$ cat src/wpgc_pkg.sv
// Shared types and constants for the world point to grid cell unit.
package wpgc_pkg;

  localparam int unsigned PAT_W = 19;
  localparam int unsigned OUT_W = 25;
  localparam logic [16:0] TAN60_Q16 = 17'd113512;

  localparam logic [1:0] REG_TILE_SHAPE  = 2'd0;
  localparam logic [1:0] REG_TILE_HEIGHT = 2'd1;
  localparam logic [1:0] REG_TILE_WIDTH  = 2'd2;

  typedef enum logic [1:0] {
    SHAPE_SQUARE = 2'd0,
    SHAPE_HEX_H  = 2'd1,
    SHAPE_HEX_V  = 2'd2
  } shape_e;

  typedef struct packed {
    logic             vld;
    shape_e           shape;
    logic             neg_x;
    logic             neg_y;
    logic [PAT_W-1:0] px;
    logic [PAT_W-1:0] py;
  } side_t;

endpackage

$ cat src/wpgc_hex.sv
// Back end: floor repair, centring, hexagon edge test and diagonal step.
module wpgc_hex #(
  parameter int unsigned N = 26
) (
  input  logic                          clk_i,
  input  logic                          rst_ni,
  input  logic                          en_i,
  input  wpgc_pkg::side_t               side_i,
  input  logic [N-1:0]                  qx_i,
  input  logic [N-1:0]                  qy_i,
  input  logic [wpgc_pkg::PAT_W-1:0]    rx_i,
  input  logic [wpgc_pkg::PAT_W-1:0]    ry_i,
  output logic                          vld_o,
  output logic [wpgc_pkg::OUT_W-1:0]    row_o,
  output logic [wpgc_pkg::OUT_W-1:0]    col_o
);

  localparam int unsigned PW = wpgc_pkg::PAT_W;
  localparam int unsigned RW = (N + 3 > wpgc_pkg::OUT_W) ? N + 3 : wpgc_pkg::OUT_W;

  // stage A: signed floor quotient and centred remainder
  logic              va_q;
  wpgc_pkg::shape_e  sha_q;
  logic [N:0]        qxa_q, qya_q;
  logic signed [PW:0] cxa_q, cya_q;
  logic [PW-1:0]     pxa_q, pya_q;
  logic [PW-1:0]     rrx, rry;

  always_comb begin
    rrx = side_i.neg_x ? PW'(side_i.px - PW'(1) - rx_i) : rx_i;
    rry = side_i.neg_y ? PW'(side_i.py - PW'(1) - ry_i) : ry_i;
  end

  always_ff @(posedge clk_i or negedge rst_ni) begin
    if (!rst_ni) begin
      va_q <= 1'b0;
    end else if (en_i) begin
      va_q <= side_i.vld;
    end
  end

  always_ff @(posedge clk_i) begin
    if (en_i) begin
      sha_q <= side_i.shape;
      qxa_q <= side_i.neg_x ? ~{1'b0, qx_i} : {1'b0, qx_i};
      qya_q <= side_i.neg_y ? ~{1'b0, qy_i} : {1'b0, qy_i};
      cxa_q <= $signed({1'b0, rrx}) - $signed({2'b00, side_i.px[PW-1:1]});
      cya_q <= $signed({1'b0, rry}) - $signed({2'b00, side_i.py[PW-1:1]});
      pxa_q <= side_i.px;
      pya_q <= side_i.py;
    end
  end

  // stage B: pick the tested axis, coarse bounds, edge distance
  logic [PW-1:0]     ax, ay, ta, tb, tpat;
  logic [PW+2:0]     a3, a6;
  logic              vb_q, hexb_q, nearb_q, farb_q;
  logic              xposb_q, xnegb_q, yposb_q, ynegb_q;
  logic [N:0]        qxb_q, qyb_q;
  logic [PW:0]       diffb_q;
  logic [PW-1:0]     bb_q;

  always_comb begin
    ax = cxa_q[PW] ? PW'(-cxa_q) : PW'(cxa_q);
    ay = cya_q[PW] ? PW'(-cya_q) : PW'(cya_q);
    if (sha_q == wpgc_pkg::SHAPE_HEX_H) begin
      ta = ay;  tb = ax;  tpat = pya_q;
    end else begin
      ta = ax;  tb = ay;  tpat = pxa_q;
    end
    a3 = {2'b00, ta, 1'b0} + {3'b000, ta};
    a6 = {1'b0, ta, 2'b00} + {2'b00, ta, 1'b0};
  end

  always_ff @(posedge clk_i or negedge rst_ni) begin
    if (!rst_ni) begin
      vb_q <= 1'b0;
    end else if (en_i) begin
      vb_q <= va_q;
    end
  end

  always_ff @(posedge clk_i) begin
    if (en_i) begin
      hexb_q  <= (sha_q == wpgc_pkg::SHAPE_HEX_H) || (sha_q == wpgc_pkg::SHAPE_HEX_V);
      nearb_q <= a6 >= {3'b000, tpat};
      farb_q  <= a3 > {3'b000, tpat};
      diffb_q <= (PW+1)'({3'b000, tpat} - a3);
      bb_q    <= tb;
      xposb_q <= !cxa_q[PW] && (cxa_q != '0);
      xnegb_q <= cxa_q[PW];
      yposb_q <= !cya_q[PW] && (cya_q != '0);
      ynegb_q <= cya_q[PW];
      qxb_q   <= qxa_q;
      qyb_q   <= qya_q;
    end
  end

  // stage C: slanted-edge products
  logic              vc_q, hexc_q, nearc_q, farc_q;
  logic              xposc_q, xnegc_q, yposc_q, ynegc_q;
  logic [N:0]        qxc_q, qyc_q;
  logic [PW+17:0]    lhsc_q, rhsc_q;

  always_ff @(posedge clk_i or negedge rst_ni) begin
    if (!rst_ni) begin
      vc_q <= 1'b0;
    end else if (en_i) begin
      vc_q <= vb_q;
    end
  end

  always_ff @(posedge clk_i) begin
    if (en_i) begin
      hexc_q  <= hexb_q;
      nearc_q <= nearb_q;
      farc_q  <= farb_q;
      xposc_q <= xposb_q;
      xnegc_q <= xnegb_q;
      yposc_q <= yposb_q;
      ynegc_q <= ynegb_q;
      qxc_q   <= qxb_q;
      qyc_q   <= qyb_q;
      lhsc_q  <= {1'b0, bb_q, 17'd0} + {2'b00, bb_q, 16'd0};
      rhsc_q  <= {17'd0, diffb_q} * {{(PW+1){1'b0}}, wpgc_pkg::TAN60_Q16};
    end
  end

  // stage D: step decision and output register
  logic              step;
  logic [RW-1:0]     row_w, col_w;
  logic              vd_q;
  logic [wpgc_pkg::OUT_W-1:0] rowd_q, cold_q;

  always_comb begin
    step  = hexc_q && nearc_q && (farc_q || (lhsc_q > rhsc_q));
    row_w = {{(RW-N-1){qxc_q[N]}}, qxc_q};
    col_w = {{(RW-N-1){qyc_q[N]}}, qyc_q};
    if (hexc_q) begin
      row_w = {row_w[RW-2:0], 1'b0};
      col_w = {col_w[RW-2:0], 1'b0};
    end
    if (step && xposc_q) row_w = row_w + RW'(1);
    if (step && xnegc_q) row_w = row_w - RW'(1);
    if (step && yposc_q) col_w = col_w + RW'(1);
    if (step && ynegc_q) col_w = col_w - RW'(1);
  end

  always_ff @(posedge clk_i or negedge rst_ni) begin
    if (!rst_ni) begin
      vd_q <= 1'b0;
    end else if (en_i) begin
      vd_q <= vc_q;
    end
  end

  always_ff @(posedge clk_i) begin
    if (en_i) begin
      rowd_q <= row_w[wpgc_pkg::OUT_W-1:0];
      cold_q <= col_w[wpgc_pkg::OUT_W-1:0];
    end
  end

  assign vld_o = vd_q;
  assign row_o = rowd_q;
  assign col_o = cold_q;

endmodule

$ cat config.mk
export PLATFORM = sky130hd
export DESIGN_NAME = wpgc_hex
export DESIGN_NICKNAME = d
export VERILOG_FILES = /design/src/wpgc_pkg.sv /design/src/wpgc_hex.sv
export SDC_FILE = /design/constraint.sdc
export NUM_CORES = 1
export LEC_CHECK = 0
export BUFFER_PORTS_ARGS = -buffer_cell sky130_fd_sc_hd__buf_2
export CAP_MARGIN = 30
export CORE_MARGIN = 2
export CORE_UTILIZATION = 58
export DETAILED_ROUTE_END_ITERATION = 6
export PLACE_DENSITY = 0.84
export REMOVE_ABC_BUFFERS = 1
export SLEW_MARGIN = 20
export SYNTH_ARGS = -nofsm -noshare
export SYNTH_HDL_FRONTEND = slang
export SYNTH_SLANG_ARGS = --single-unit
$ cat constraint.sdc
create_clock -name clk_i -period 14.34 [get_ports clk_i]
set_input_delay 1.434 -clock clk_i [delete_from_list [all_inputs] [get_ports clk_i]]
set_output_delay 1.434 -clock clk_i [all_outputs]
set_load 0.005 [all_outputs]
Word-level counts from Yosys, hierarchy flattened:

Cells that the tools add are included.
Widths: inputs -> output; s select.

* equal/unequal tests: 2
* add/sub/neg operators: 16
* order comparisons: 3
* reduce and logical (&&, ||, !) cells: 14
* bitwise gates (word level): 2
* mux-type cells: 15
* multipliers: 1

Operator list (number)
* $mux 25: 8
* $mux 19: 7
* $not 26->27: 2
* $add 25x1->25 const B: 2
* $sub 25x1->25 const B: 2
* $reduce_bool 20->1: 2
* $sub 19x18->20: 2
* $neg 19->19: 2
* $sub 19x1->19 const B: 2
* $sub 19x19->19: 2
* $add 36x35->37: 1
* $gt 37x37->1: 1
* $mul 20x14->34 const B: 1
* $add 21x20->22: 1
* $ge 22x19->1: 1
* $add 20x19->21: 1
* $gt 21x19->1: 1
* $sub 19x20->20: 1
* $logic_and 1x1->1: 8
* $eq 2x1->1 const B: 1
* $eq 2x2->1 const B: 1
* $logic_not 1->1: 2
* $logic_or 1x1->1: 2

* logic and storage cells: 88
* register bits after elaboration: 408
* input bits: 136

Longest topological paths before layout:

Gate-level depths: netlist (run 1).

* word-level depth: 7
* mapped depth: 26
* gate-level depth less buffers: 26

Worst setup path after synthesis (run 1):

OpenSTA, ideal clock, no wires.

* path type: register -> register
* from: register diffb_q[8]
* to: register rhsc_q[35], data pin
* setup slack: 8608 ps
* path buffers: 0
* arrival: 5474 ps
* stages on the path, launching flop included: 21
* required time: 14082 ps
* library setup time: 258 ps
* cell sequence: edfxtp_1 -> inv_1 -> fa_1 -> fa_1 -> inv_1 -> fa_1 -> fa_1 -> fa_1 -> inv_1 -> fa_1 -> inv_1 -> ha_1 -> a21o_1 -> a21o_1 -> nor3_1 -> a31oi_1 -> nor2_1 -> o211ai_1 -> a31o_2 -> a21oi_1 -> xnor2_1

* word-level cells in the longest chain between the ends: 1

RTL lines
* from (decl): RTL line wpgc_hex.sv:60 `logic [PW:0] diffb_q;`
* from (signal assigned): RTL line wpgc_hex.sv:88 `diffb_q <= (PW+1)'({3'b000, tpat} - a3);`
* $mul 20x14->34: RTL line wpgc_hex.sv:125 `rhsc_q <= {17'd0, diffb_q} * {{(PW+1){1'b0}}, wpgc_pkg::TAN60_Q16};`
* to (signal assigned): RTL line wpgc_hex.sv:125
* to (decl): RTL line wpgc_hex.sv:103 `logic [PW+17:0] lhsc_q, rhsc_q;`

Every way passes these cells.
A chain may end at the register's enable or synchronous reset.

Final worst setup path (run 1):

Same ends and word-level chain as after synthesis.

==> impl_metrics.py, run 1 <==
metrics = {
    "clocking": {
        "clk_path_buf_depth": 3,
        "path_clk_slew_ns": 0.06,
        "cts_resized": 0,
        "cts_tree": "done",
        "clock_sinks": 392,
        "numCtsBuffers": 43,
        "cts.htree.levels": 2,
        "cts_hold_repair.buffers": 0,
        "root_buffer": "clkbuf_16",
        "cts_setup_buffers": 0,
        "clk_latency_ns": 0.59,
    },
    "setup_path": {
        "crit_arrival_ns": 6.68,
        "worstReg2RegStart": "diffb_q[8]",
        "path_buf_inv": 4,
        "cpMostUsedCell": "fa_1",
        "path_max_fanout": 6,
        "slowest_delay_ns": 0.54,
        "end_kind": "flop",
        "crit_required_ns": 14.68,
        "path_class": "flop to flop",
        "start_kind": "flop",
        "crit_chain": "inv_1 > fa_1 > fa_1 > inv_1 > fa_1 > fa_1 > fa_1 > inv_1 > fa_1 > inv_1 > ha_1 > a21o_1 > a21o_1 > nor3_1 > a31oi_1 > nor2_1 > o211ai_1 > a31o_2 > a21oi_1 > xnor2_1",
        "startpoint": "diffb_q[8]",
        "critPathSlowestCell": "fa_1",
        "critPathTopFamily": "adder cells",
    },
    "synth": {
        "ys_async_sr_fraction": 0.01020,
        "synth_compound_area_frac": 0.1028,
        "synth-seq-cells": 392,
        "yosys_warnings": 0,
        "synth_cell_types": 82,
        "synth-edff-count": 388,
        "synth.area.mux_share": 0.03500,
        "synth_area_per_cell_um2": 10.76,
        "yosys.area_share.simple": 0.1081,
        "synthesis.area_um2": 30030,
        "synth-adder-area-share": 0.2237,
        "synth-main-ff-cell": "edfxtp_1",
        "synth_xor_area_frac": 0.08051,
        "synth_top_family_by_area": "adder cells",
        "synthesis.instances": 2791,
        "yosysSeqAreaShare": 0.3914,
    },
    "placed_design": {
        "dpl.hpwl_um": 50340,
        "io_buffer_count": 184,
        "gp_congestion": 0.9089,
    },
    "sta": {
        "slew_viol_final": 0,
        "worstMarginPinSlew_ns": 0.9433,
        "tns_ns": 0,
        "fmax_mhz": 157.7,
        "relSlewSlack": 0.3631,
        "rsz0062_at_grt": "false",
        "period_minus_slack_ns": 6.340,
        "fin_worst_skew_ns": 0.02188,
        "min_period_over_period": 0.4421,
        "hold_viol_final": 0,
        "finalSetupViolations": 0,
    },
    "global_routing": {
        "grt_max_degree": 84,
        "grt.overflow.total": 0,
        "grt_pass1_vias": 21210,
        "grt_pass1_wl_um": 102900,
        "antenna_found_initial": 2,
        "grt_usage": 0.2384,
    },
    "routing": {
        "drtIter0Drc": 1686,
        "dr.pass1.iters": 7,
        "vias": 21090,
        "met1_length_um": 26370,
        "dr_wl_met3_um": 3174,
        "drtAntennaViolNets": 0,
        "vias_per_cell": 5.703,
        "highest_layer": "met4",
        "wl_met2_um": 32650,
        "drc_errors": 0,
        "post_drt_wl_per_cell_um": 17.30,
        "routed_wl_um": 63990,
    },
    "floorplanning": {
        "rows": 83,
        "die_y_um": 231.5,
        "core_area_um2": 51200,
        "die_x_um": 231.5,
        "io_pins": 187,
        "dieArea_um2": 53600,
        "start_util": 0.5865,
    },
    "layout": {
        "final_common_cell": "inv_1",
        "fin_nets": 3571,
        "layout-drive-gt1-share": 0.1051,
        "syn2layout_area_growth_pct": 10.78,
        "final_cell_mix": "inv_1 (413), edfxtp_1 (388), ha_1 (315), buf_2 (183), nand2_1 (154)",
    },
    "run": {
        "maxCapViolCount": 0,
    },
    "worst_hold_path": {
        "hp-start": "qxa_q[0]",
        "hold_class": "flop to flop",
    },
    "status": {
        "status": "finished clean",
    },
}
-- logic make-up after synthesis --
group	after synthesis
AO/OA/AOI/OAI	472
XOR/XNOR	276
adder cells (fa/ha/maj)	454
buffers and inverters	465
flip-flops	392
multiplexers	102
AND/OR/NAND/NOR	630
-- cells in the mapped netlist (all sizes together) (12+ instances only) --
cell type	n	area, um2
ha	316	3954
fa	138	2763
xor2	153	1340
nand2	154	578.1
nor4	21	165.2
a21o	49	367.9
edfxtp	388	11650
clkbuf	38	142.6
nand4	26	162.7
a21boi	22	165.2
and3	18	112.6
nand3	49	255.3
a31oi	12	75.07
nor2b	42	262.8
nand2b	25	156.4
mux2i	88	893.4
or2	13	81.33
o21ai	101	505.5
o21bai	15	112.6
o21a	13	97.59
or3	33	211.5
nor3	58	290.3
nor2	133	499.2
mux2	14	157.7
o31ai	18	135.1
xnor2	123	1077
buf	13	61.31
inv	413	1550
a211oi	25	187.7
a21oi	141	705.7
-- metal layers --
metal	global-route usage	vias to the layer above
met5	0	-
met4	0.07460	0
met3	0.03199	126
met2	0.4326	633
met1	0.2936	10170
li1	-	10160
-- worst register-to-register path: stages, from the launching register on --
cell and delay [ns]:
edfxtp_1 0.52, inv_1 0.23, fa_1 0.46, fa_1 0.50
inv_1 0.06, fa_1 0.51, fa_1 0.54, fa_1 0.54
inv_1 0.05, fa_1 0.49, inv_1 0.04, ha_1 0.35
a21o_1 0.20, a21o_1 0.19, nor3_1 0.16, a31oi_1 0.11
nor2_1 0.40, o211ai_1 0.22, a31o_2 0.27, a21oi_1 0.18
xnor2_1 0.08
-- sequential cells by signal (all words and copies together), names as in the netlist, 2 cells and up --
name / cells
bb_q: 19
qxc_q: 25
qxb_q: 25
rhsc_q: 34
row_o: 25
qyc_q: 25
pxa_q: 19
qya_q: 25
diffb_q: 20
cxa_q: 20
pya_q: 19
col_o: 25
lhsc_q: 21
sha_q: 2
qxa_q: 25
qyb_q: 25
cya_q: 20
-- metrics by stage --
stage	instance area [um2]	std cells	hold slack (ns)	utilization	setup slack, ns
after floorplan	29820	2740	0.4003	-	7.728
after global placement	31680	3613	0.4000	0.6188	8.127
after detailed placement	31680	3613	0.4045	0.6188	8.038
after CTS	33180	3693	0.3973	0.6481	8.026
after global routing	33260	3698	0.4075	0.6496	7.704
final	33260	3698	0.3967	0.6496	8.000
-- final timing paths --
path / end / slack (ns) / cells after the start
setup / recovery: rhsc_q[35] / 8.00 / 20
hold / removal: qxb_q[0] / 0.40 / 0
setup reg to reg: rhsc_q[35] / 8.00 / 20
hold reg to reg: qxb_q[0] / 0.40 / 0
max in group asynchronous: vld_o / 13.57 / 1
min in group asynchronous: vb_q / 0.65 / 1
-- area by class of cell --
cell class	count	area [um2]
Multi-Input combinational cell	1934	16530
Tap cell	680	850.8
Antenna cell	2	5.005
Timing Repair Buffer	196	1074
Clock buffer	52	1110
Fill cell	3740	17940
Inverter	414	1554
Sequential cell	392	11750
Clock inverter	28	387.9
Power of run 1 is not shown: default switching activity piles up to over one toggle a cycle in this logic, so the estimate is an artifact.
==> inputs of run 2 (changes only) <==
--- a/config.mk
+++ b/config.mk
@@ -5,12 +5,13 @@
 export SDC_FILE = /design/constraint.sdc
 export NUM_CORES = 1
 export LEC_CHECK = 0
+export ABC_AREA = 1
 export BUFFER_PORTS_ARGS = -buffer_cell sky130_fd_sc_hd__buf_2
 export CAP_MARGIN = 30
 export CORE_MARGIN = 2
-export CORE_UTILIZATION = 58
+export CORE_UTILIZATION = 57
 export DETAILED_ROUTE_END_ITERATION = 6
-export PLACE_DENSITY = 0.84
+export PLACE_DENSITY = 0.85
 export REMOVE_ABC_BUFFERS = 1
 export SLEW_MARGIN = 20
 export SYNTH_ARGS = -nofsm -noshare
==> constraint.sdc (replaced) <==
create_clock -name clk_i -period 5.15 [get_ports clk_i]
set_input_delay 0.515 -clock clk_i [delete_from_list [all_inputs] [get_ports clk_i]]
set_output_delay 0.515 -clock clk_i [all_outputs]
set_load 0.005 [all_outputs]
==> run 2 against run 1 <==
Compared with the run above: the run now ends with negative setup slack left; count of clock-buffer cells in the layout decreased by 4; synthesized cell count is 20% higher; via count grew 16%; area after synthesis grew 2.6%; register-to-register slack worse by 8.4 ns; critical path type unchanged.
==> impl_metrics.py, run 2 <==
metrics = {
    "setup_path": {
        "r2r_end": "rhsc_q[35]",
        "path_max_fanout": 3,
        "worstReg2RegStart": "diffb_q[3]",
        "crit_required_ns": 5.51,
        "startpoint": "diffb_q[3]",
        "crit_end": "rhsc_q[35]",
        "r2r_slack_ns": -0.41,
        "path_class": "flop to flop",
        "reg2reg_depth": 24,
        "start_kind": "flop",
        "crit_arrival_ns": 5.91,
        "end_kind": "flop",
    },
    "floorplanning": {
        "core_area_um2": 53600,
        "die_x_um": 236.4,
        "start_util": 0.5746,
        "die_y_um": 236.4,
        "io_pins": 187,
        "dieArea_um2": 55910,
        "rows": 85,
    },
    "global_routing": {
        "grt.overflow.total": 0,
        "grt_max_degree": 116,
        "grt_pass1_vias": 23780,
        "grt_usage": 0.2627,
        "antenna_found_initial": 2,
        "grt_pass1_wl_um": 117200,
    },
    "synth": {
        "yosysSeqAreaShare": 0.3816,
        "synth_area_per_cell_um2": 9.163,
        "synthTopCellsByArea": "edfxtp_1 (38%), ha_1 (13%), fa_1 (9.0%)",
        "synth_top_area_cell": "edfxtp_1",
        "synth_commonest_cells": "inv_1 (622), nand2_1 (589), edfxtp_1 (388)",
        "synth_cell_types": 53,
        "synth-seq-cells": 392,
        "yosys_warnings": 0,
        "synth_most_common_cell": "inv_1",
        "synth_top_area_frac": 0.3783,
        "synthesis.area_um2": 30800,
        "synthesis.instances": 3361,
        "ys_async_sr_fraction": 0.01020,
        "synth-main-ff-cell": "edfxtp_1",
        "synth-edff-count": 388,
    },
    "placed_design": {
        "dpl.hpwl_um": 58080,
        "gp_congestion": 0.9624,
        "io_buffer_count": 184,
    },
    "layout": {
        "syn2layout_area_growth_pct": 16.36,
        "largest_reg_flops": 34,
        "final_cell_mix": "inv_1 (595), nand2_1 (582), edfxtp_1 (388), ha_1 (294), nor2_1 (189)",
        "top_register": "rhsc_q",
        "layout-drive-gt1-share": 0.1641,
        "fin_nets": 4298,
        "final_common_cell": "inv_1",
    },
    "routing": {
        "vias_per_cell": 5.520,
        "drtAntennaViolNets": 0,
        "drtIter0Drc": 2139,
        "dr.pass1.iters": 6,
        "vias": 24510,
        "routed_wl_um": 76030,
        "drc_errors": 0,
        "post_drt_wl_per_cell_um": 17.13,
    },
    "clocking": {
        "clk_latency_ns": 0.60,
        "cts_tree": "done",
        "clk_path_buf_depth": 3,
        "path_clk_slew_ns": 0.06,
        "cts.htree.levels": 2,
        "root_buffer": "clkbuf_16",
        "clock_sinks": 392,
        "numCtsBuffers": 43,
    },
    "sta": {
        "tns_ns": -4.062,
        "period_minus_slack_ns": 5.558,
        "hold_viol_final": 0,
        "slew_viol_final": 0,
        "min_period_over_period": 1.079,
        "worstMarginPinSlew_ns": 0.9047,
        "relSlewSlack": 0.3905,
        "rsz0062_at_grt": "true",
        "timing.final.ws_setup_ns": -0.4078,
        "fmax_mhz": 179.9,
        "finalSetupViolations": 16,
        "fin_worst_skew_ns": 0.03470,
    },
    "worst_hold_path": {
        "hp-start": "side_i[40]",
        "hold_class": "input port to flop",
    },
    "run": {
        "maxCapViolCount": 0,
    },
    "status": {
        "status": "finished, violations left",
        "violations": "negative setup slack",
    },
}
-- run 2: what timing repair did --
item | in CTS | in global routing
endpoints found under the hold margin | 4 | 0
setup endpoints to repair | 17 | 25
setup buffers | 17 | 13
pin swaps | 56 | 45
hold buffers | 1 | 0
gates resized for setup | 69 | 111
-- run 2: through the flow --
step / cells / utilization / cell area, um2 / hold slack, ns / setup WS (ns)
global route: 4439 / 0.6686 / 35840 / 0.1181 / -0.5721
finish: 4439 / 0.6686 / 35840 / 0.1290 / -0.4078
CTS: 4426 / 0.6584 / 35290 / 0.1041 / -0.3433
floorplan: 3312 / - / 30530 / 0.2194 / -0.6377
detailed placement: 4330 / 0.6231 / 33400 / 0.3225 / -0.7777
global placement: 4330 / 0.6231 / 33400 / 0.3243 / -0.6902
-- run 2: kinds of logic (layout without fill, tap and decap cells) --
group | count (synthesis) | in the layout | share of synthesized area
compound gates | 517 | 517 | 0.09145
xor+xnor | 274 | 274 | 0.07792
fa+ha+maj | 454 | 454 | 0.2181
buf+inv | 676 | 1057 | 0.08495
flops | 392 | 392 | 0.3816
mux | 1 | 1 | 0.0003250
other cells | 0 | 1 | 0
simple gates | 1047 | 1047 | 0.1457
-- run 2: worst min path at each step --
stage | to | cells past startpoint
floorplan | va_q | 0
global placement | va_q | 1
detailed placement | va_q | 1
CTS | sha_q[0] | 1
global route | sha_q[0] | 1
finish | sha_q[0] | 1
-- run 2: critical path: stages, from the launching register on --
cell       delay [ns]
edfxtp_1         0.41
buf_6            0.14
buf_4            0.15
buf_4            0.15
fa_1             0.37
inv_2            0.09
fa_1             0.42
inv_1            0.08
ha_2             0.30
fa_2             0.52
fa_1             0.58
fa_1             0.49
ha_4             0.21
a21oi_4          0.15
inv_2            0.07
a31oi_4          0.17
o21ai_2          0.07
a21oi_2          0.21
o21ai_2          0.11
buf_4            0.16
nand3_2          0.06
o2111ai_2        0.12
nand2_1          0.09
nand2_1          0.06
xor2_1           0.14
-- run 2: final cells by class --
type / count / area (um2)
Fill cell: 3957 / 17760
Multi-Input combinational cell: 2293 / 17100
Sequential cell: 392 / 11750
Inverter: 627 / 2356
Timing Repair Buffer: 351 / 2287
Clock buffer: 48 / 1105
Tap cell: 696 / 870.8
Clock inverter: 31 / 367.9
Antenna cell: 1 / 2.502
-- run 2: metal layers --
metal | global-route usage | share of wire | vias to the layer above
met2 | 0.4456 | 0.48 | 1013
met3 | 0.03932 | 0.066 | 249
met1 | 0.3354 | 0.40 | 11490
met5 | 0 | 0.00014 | -
li1 | - | - | 11750
met4 | 0.1139 | 0.052 | 2
Power of run 2 is left out for the same reason.
